<file path="src/rtl/core/bcc_pkg.sv">
// bcc_pkg: shared types and constants for the button click classifier
// no dependencies; imported by button_click_classifier and bcc_checker

package bcc_pkg;

  // tick rate default for the top level parameter
  localparam int TICKS_PER_SECOND_DEF = 500;

  // configuration reset values
  localparam logic [15:0] RST_LONG_PRESS   = 16'd750;
  localparam logic [15:0] RST_DOUBLE_WIN   = 16'd100;
  localparam logic [15:0] RST_TIMEOUT      = 16'd30;

  // state reset values
  localparam logic [15:0] RST_HISTORY      = 16'h0001;
  localparam logic [15:0] RST_RELEASE_GAP  = 16'd10000;

  // history patterns
  localparam logic [15:0] PAT_PRESS        = 16'h8000;
  localparam logic [15:0] PAT_RELEASE      = 16'h7fff;
  localparam logic [15:0] PAT_HELD         = 16'h0000;

  // saturation limits
  localparam logic [31:0] ACT_MAX          = 32'hffff_ffff;
  localparam logic [15:0] GAP_MAX          = 16'hffff;

  // apb register address width and index codes
  localparam int ADDR_W = 4;

  typedef enum logic [1:0] {
    REG_LONG_PRESS = 2'd0,
    REG_DOUBLE_WIN = 2'd1,
    REG_TIMEOUT    = 2'd2,
    REG_UNUSED     = 2'd3
  } reg_idx_t;

  // click event codes
  typedef enum logic [1:0] {
    EV_NONE   = 2'd0,
    EV_SINGLE = 2'd1,
    EV_DOUBLE = 2'd2,
    EV_LONG   = 2'd3
  } click_ev_t;

  // payload of one input transaction
  typedef struct packed {
    logic switch_level;
    logic activity_reset;
  } in_item_t;

  // payload of one result transaction
  typedef struct packed {
    logic [1:0] click_event;
    logic       power_off;
  } out_item_t;

endpackage

</file>
<file path="src/rtl/core/button_click_classifier.sv">
// button_click_classifier: debounced click detector with power-off timer
// depends on bcc_pkg; checked by bcc_checker (bound from its own file)
//
//  channel | ports                                   | role
//  --------+-----------------------------------------+---------------------------
//  in      | in_valid, in_ready, in_data             | one poll tick per transaction
//  out     | out_valid, out_ready, out_data          | one click/power result per tick
//  cfg     | psel penable pwrite paddr pwdata prdata | apb registers at 0x0,0x4,0x8
//
// one tick is taken per clock while in_ready is high; its result appears in the
// output register the cycle after acceptance. the state update is a single pass of
// compare and increment logic. in_ready stays high while the output register is
// empty or being drained, so a stall on out only holds the input when a result waits.
// rst_n (synchronous) restores the registers and state to their reset values.
// the power-off limit is timeout times the tick rate, registered on write.

module button_click_classifier
  import bcc_pkg::*;
#(
  parameter int TICKS_PER_SECOND = TICKS_PER_SECOND_DEF
) (
  input  logic              clk,
  input  logic              rst_n,
  // tick input
  input  logic              in_valid,
  output logic              in_ready,
  input  in_item_t          in_data,
  // result output
  output logic              out_valid,
  input  logic              out_ready,
  output out_item_t         out_data,
  // configuration
  input  logic              psel,
  input  logic              penable,
  input  logic              pwrite,
  input  logic [ADDR_W-1:0] paddr,
  input  logic [31:0]       pwdata,
  output logic [31:0]       prdata,
  output logic              pready
);

  localparam int LIMIT_W = 16 + $clog2(TICKS_PER_SECOND + 1);
  localparam logic [LIMIT_W-1:0] RST_LIMIT =
    LIMIT_W'(32'(RST_TIMEOUT) * 32'(TICKS_PER_SECOND));

  // configuration registers
  logic [15:0]        long_press_r;
  logic [15:0]        double_win_r;
  logic [15:0]        timeout_r;
  logic [LIMIT_W-1:0] limit_r;

  // block state
  logic [15:0] history_r,  history_nxt;
  logic        suppress_r, suppress_nxt;
  logic [31:0] activity_r, activity_nxt;
  logic [15:0] gap_r,      gap_nxt;

  // output register
  logic      out_valid_r;
  out_item_t out_data_r, out_data_nxt;

  logic     in_fire;
  logic     cfg_wr;
  reg_idx_t cfg_idx;
  logic [31:0] act_inc;

  assign pready  = 1'b1;
  assign cfg_wr  = psel && penable && pwrite;
  assign cfg_idx = reg_idx_t'(paddr[3:2]);

  // register writes; the limit product is registered here
  always_ff @(posedge clk) begin
    if (!rst_n) begin
      long_press_r <= RST_LONG_PRESS;
      double_win_r <= RST_DOUBLE_WIN;
      timeout_r    <= RST_TIMEOUT;
      limit_r      <= RST_LIMIT;
    end else if (cfg_wr) begin
      case (cfg_idx)
        REG_LONG_PRESS: long_press_r <= pwdata[15:0];
        REG_DOUBLE_WIN: double_win_r <= pwdata[15:0];
        REG_TIMEOUT: begin
          timeout_r <= pwdata[15:0];
          limit_r   <= LIMIT_W'(pwdata[15:0]) * LIMIT_W'(TICKS_PER_SECOND);
        end
        default: ;
      endcase
    end
  end

  // register readback
  always_comb begin
    case (cfg_idx)
      REG_LONG_PRESS: prdata = {16'h0000, long_press_r};
      REG_DOUBLE_WIN: prdata = {16'h0000, double_win_r};
      REG_TIMEOUT:    prdata = {16'h0000, timeout_r};
      default:        prdata = 32'h0000_0000;
    endcase
  end

  // handshake
  assign in_ready  = !out_valid_r || out_ready;
  assign in_fire   = in_valid && in_ready;
  assign out_valid = out_valid_r;
  assign out_data  = out_data_r;

  // tick update: clear, increment, shift, pattern test, power-off compare
  always_comb begin
    act_inc      = in_data.activity_reset ? 32'd0 : activity_r;
    if (act_inc != ACT_MAX) begin
      act_inc = act_inc + 32'd1;
    end
    activity_nxt = act_inc;
    gap_nxt      = (gap_r < GAP_MAX) ? gap_r + 16'd1 : gap_r;
    history_nxt  = {history_r[14:0], in_data.switch_level};
    suppress_nxt = suppress_r;
    out_data_nxt.click_event = EV_NONE;

    if (history_nxt == PAT_PRESS) begin
      if (gap_nxt < double_win_r) begin
        out_data_nxt.click_event = EV_DOUBLE;
        suppress_nxt = 1'b1;
      end
      activity_nxt = 32'd0;
    end else if (history_nxt == PAT_RELEASE) begin
      activity_nxt = 32'd0;
      gap_nxt      = 16'd0;
      if (!suppress_r) begin
        out_data_nxt.click_event = EV_SINGLE;
      end
      suppress_nxt = 1'b0;
    end else if (history_nxt == PAT_HELD) begin
      if ((act_inc > 32'(long_press_r)) && !suppress_r) begin
        out_data_nxt.click_event = EV_LONG;
        suppress_nxt = 1'b1;
      end
    end

    out_data_nxt.power_off = activity_nxt > 32'(limit_r);
  end

  // state registers
  always_ff @(posedge clk) begin
    if (!rst_n) begin
      history_r  <= RST_HISTORY;
      suppress_r <= 1'b1;
      activity_r <= 32'd0;
      gap_r      <= RST_RELEASE_GAP;
    end else if (in_fire) begin
      history_r  <= history_nxt;
      suppress_r <= suppress_nxt;
      activity_r <= activity_nxt;
      gap_r      <= gap_nxt;
    end
  end

  // output register valid
  always_ff @(posedge clk) begin
    if (!rst_n) begin
      out_valid_r <= 1'b0;
    end else if (in_fire) begin
      out_valid_r <= 1'b1;
    end else if (out_ready) begin
      out_valid_r <= 1'b0;
    end
  end

  // output register payload
  always_ff @(posedge clk) begin
    if (in_fire) begin
      out_data_r <= out_data_nxt;
    end
  end

endmodule

</file>
<file path="config.mk">
export PLATFORM = sky130hd
export DESIGN_NAME = button_click_classifier
export DESIGN_NICKNAME = d
export VERILOG_FILES = /design/src/rtl/core/bcc_pkg.sv /design/src/rtl/core/button_click_classifier.sv
export SDC_FILE = /design/constraint.sdc
export NUM_CORES = 1
export LEC_CHECK = 0
export ABC_AREA = 1
export BUFFER_PORTS_ARGS = -buffer_cell sky130_fd_sc_hd__buf_2
export CORE_ASPECT_RATIO = 0.9
export CORE_MARGIN = 2
export CORE_UTILIZATION = 31
export CTS_CLUSTER_SIZE = 8
export DETAILED_ROUTE_END_ITERATION = 12
export GPL_TIMING_DRIVEN = 1
export PLACE_DENSITY = 0.47
export SLEW_MARGIN = 5
export SYNTH_ARGS = -nofsm -noshare
export SYNTH_HDL_FRONTEND = slang
export SYNTH_SLANG_ARGS = --single-unit
</file>
<file path="constraint.sdc">
create_clock -name clk -period 4.52 [get_ports clk]
set_input_delay 0.226 -clock clk [delete_from_list [all_inputs] [get_ports clk]]
set_output_delay 0.226 -clock clk [all_outputs]
set_load 0.005 [all_outputs]
</file>
==> out/metrics.sh <==
YOSYS_REGISTER_BITS=137
DETAILEDROUTE.FIRSTPASSITERATIONCOUNT=5
PATH_MAX_FANOUT=4
PLACE.DETAILED.HPWL_UM=24300
SETUP_TOTAL_NEGATIVE_SLACK_NS=0
CRITPATHCAPTURETYPE='flip-flop'
SYNTHESIS.YOSYS.WARNINGS=0
PLACE_CONGESTION=0.867
CLKSLEWWORSTSETUPHOLDPATHS_NS=0.07
SHARE_OF_POST_ROUTE_CELLS_WITH_DRIVE_STRENGTH_ABOVE_1_PCT=8.21
CORE.ROWCOUNT=65
MULTI_INPUT_AREA_SQ_UM=7010
SETUP_VIOL=0
DP.CELLS=2057
CTS_BUFFERS=17
ANTENNA_LEFT=0
FINALINSTANCEAREA_SQ_UM=12400
MAX-CLOCK-PATH-BUFFERS=2
SYNTH-EDFF-COUNT=3
FINAL_NETS=1815
FF_LATCH_AREA_SQ_UM=2770
CLOCK_TREE.ROOT_CELL='clkbuf_16'
INITIAL_CORE_UTIL_PCT=31.4
REG2REG_SETUP_SLACK_NS=0.53
VIA_COUNT=9907
FINAL_CELLS=2089
DETAIL_ROUTE.VIAS_PER_CELL=4.74
PORT_BUFFERS=47
CTS_MAX_LEVEL=4
POWER.TOTAL_mW=4.76
YOSYSTOPAREACELLSHARE_PCT=24.3
NUMBER_OF_HOLD_BUFFERS_ADDED_AFTER_CTS=0
CLOCK_LATENCY_NS=0.44
TIMING_WORST_SETUP_PATH_TYPE='input port to flip-flop'
NUMBER_OF_DRC_MARKERS_AFTER_THE_INITIAL_DETAILED_ROUTE_ITERATION=653
GR-USAGE-ALL-LAYERS_PCT=17.2
IO_PINS=83
DIE_OUTLINE_WIDTH_UM=203
SYN-INSTANCE-COUNT=1560
FINALCRITICALPERIOD_NS=4.07
CP_DATA_REQUIRED_TIME_NS=4.90
CP_DATA_ARRIVAL_TIME_NS=4.45
CTS.REPAIR.RESIZED=0
ANTENNA_FOUND_INITIAL=0
STATUS='finished clean'
AREA.GROWTH.SYNTH_TO_FINAL_PCT=12.8
YOSYS.AREA.TOP_TYPE='dfxtp_1'
FILLERINSTANCES=3745
ASYNC_FLOP_SHARE_PCT=0
FINAL_CRITICAL_PATH_SETUP_SLACK_NS=0.450
TIMING_WORST_SLEW_PIN_VALUE_NS=1.18
FINAL_MIN_PERIOD_OVER_CLOCK_PERIOD_PCT=90.0
HOLD_CLASS='input port to flip-flop'
CHIPHEIGHT_UM=183
FIN_HOLD_WS_NS=0.0905
MAX_SLEW_MARGIN_PCT=21.4
CTS_TREE='built'
POST_SYNTH_NUM_CELL_TYPES=43
FIN_SKEW_NS=0.00925
YOSYS_MOST_USED_DFF='dfxtp_1'
DIEAREA_SQ_UM=37100
COREAREA_SQ_UM=35100
POWER_DENSITY_nW_PER_UM2=383
DETAIL_ROUTE.DRC_VIOLATIONS=0
SHARE_OF_THE_YOSYS_CHIP_AREA_BELONGING_TO_REGISTERS_PCT=25.2
MAXSLEWVIOLCOUNT=0
POST_LAYOUT_UTIL_PCT=35.5
MAXIMUM_CLOCK_FREQUENCY_MHz=246
DIODES=0
GRT_OVERFLOW_TOTAL=0
CRITICAL_PATH.STARTPOINT_TYPE='input port'
CTS_SETUP_BUFFERS=0
GLOBAL_ROUTE_WIRE_LENGTH_BEFORE_REPAIR_UM=50200
SYNTH_AREA_PER_CELL_SQ_UM=7.06
WL_UM=30800
PRECTSSETUPSLACK_NS=0.0214
PLACED_CELL_AREA_SQ_UM=11800
VIAS_IN_THE_FIRST_GLOBAL_ROUTE=9341
MAXIMUM_NUMBER_OF_PINS_ON_ONE_NET_BEFORE_GLOBAL_ROUTE_REPAIR=69
SYN-CELL-AREA_SQ_UM=11000
TIMING_HOLD_VIOLATIONS_FINAL=0
RSZ0062_AT_GRT='false'
CAP_VIOL_MAX_COUNT=0
DRT-WIRELENGTH-PER-CELL_UM=14.8
CLOCK-SINKS=137
TOTAL_LEAKAGE_POWER_nW=5.92
RANKING_OF_SYNTHESIZED_CELLS_BY_AREA='dfxtp_1 24%, ha_1 12%, nand2_1 10%'
MAX-VDD-IR-DROP_V=0.000226
-- routing by layer --
metal / routed length, um / track usage [%] / up-vias
met3: 1170 / 2.95 / 25
met4: 410 / 3.94 / 0
met1: 15600 / 24.4 / 4588
met2: 13600 / 27.1 / 148
li1: - / - / 5146
met5: 0 / 0 / -
-- kinds of logic after synthesis --
kind of cell | synth area share [%]
other | 0.0682
buffers and inverters | 11.8
AND/OR/NAND/NOR | 22.1
flip-flops | 25.2
adder cells (fa/ha/maj) | 22.2
AO/OA/AOI/OAI | 16.0
XOR/XNOR | 2.62
-- cell usage after synthesis (3+ instances only) --
master,count
nor2_1,141
a21oi_1,142
o221ai_1,16
a22oi_1,9
ha_1,109
o211ai_1,24
nor4_1,5
inv_2,3
buf_4,18
xor2_1,23
nand3_1,80
nand3b_1,4
inv_1,248
o21ai_0,114
buf_6,3
xnor2_1,10
clkbuf_1,46
nand4_1,16
or2_2,4
fa_1,54
nor2_2,6
nor3_1,18
edfxtp_1,3
nand2_1,304
dfxtp_1,134
-- worst max-delay path, cell delays in order --
cell	delay [ns]
buf_2	0.10
inv_1	0.17
fa_1	0.47
fa_1	0.50
fa_1	0.52
inv_1	0.05
fa_1	0.46
ha_1	0.35
a21oi_1	0.19
o21ai_0	0.16
a21oi_1	0.19
inv_1	0.09
nand2_1	0.06
nand2_1	0.08
a31oi_1	0.19
o21ai_0	0.14
or2_2	0.29
nand3_1	0.07
nand2_1	0.08
inv_1	0.05
-- final cells by class --
| class | instances | share of cell area (%) |
|---|---|---|
| well taps | 469 | 4.72 |
| clock inverters | 15 | 1.56 |
| repair buffers | 82 | 4.01 |
| multi-input cells | 1117 | 56.4 |
| clock buffers | 17 | 3.42 |
| inverters | 252 | 7.61 |
| flip-flops and latches | 137 | 22.3 |
-- state kept, by name (all words and copies together), names as in the netlist --
register / count
activity_r: 32
out_data: 3
long_press_r: 16
timeout_r: 16
suppress_r: 1
history_r: 15
limit_r: 21
gap_r: 16
out_valid: 1
double_win_r: 16
-- report_power, final --
group          internal, mW  total (mW)  switching, mW
clock                 0.847        1.51          0.666
sequential             1.26        1.30         0.0409
combinational         0.784        1.95           1.16
-- layout by cell type, fill, tap and decap left out, types with 3 or more instances in the layout --
cell         n
xor2_1      23
o221ai_1    16
dfxtp_1    134
conb_1      17
a22oi_1      9
nand2_1    304
nand3_1     80
or2_2        4
o211ai_1    24
inv_6        7
nand4_1     16
buf_2       47
inv_2        4
ha_1       109
nor2_2       8
nor4_1       5
clkbuf_16   17
fa_1        54
nand3b_1     4
buf_4       35
o21ai_0    114
inv_1      247
nor2_1     139
edfxtp_1     3
inv_8        3
a21oi_1    142
nor3_1      18
xnor2_1     10
-- worst paths after layout --
kind,end,cells past startpoint,startpoint
setup reg to reg,out_data[1]$_SDFFCE_PP0P_,25,activity_r[0]$_SDFFE_PN0P_
setup / recovery,limit_r[22]$_SDFFE_PN0P_,20,pwdata[3]
hold reg to reg,limit_r[5]$_SDFFE_PN0P_,2,limit_r[5]$_SDFFE_PN0P_
hold / removal,out_valid$_SDFFE_PN0P_,4,out_ready
Power figures use the tool's default switching activity.
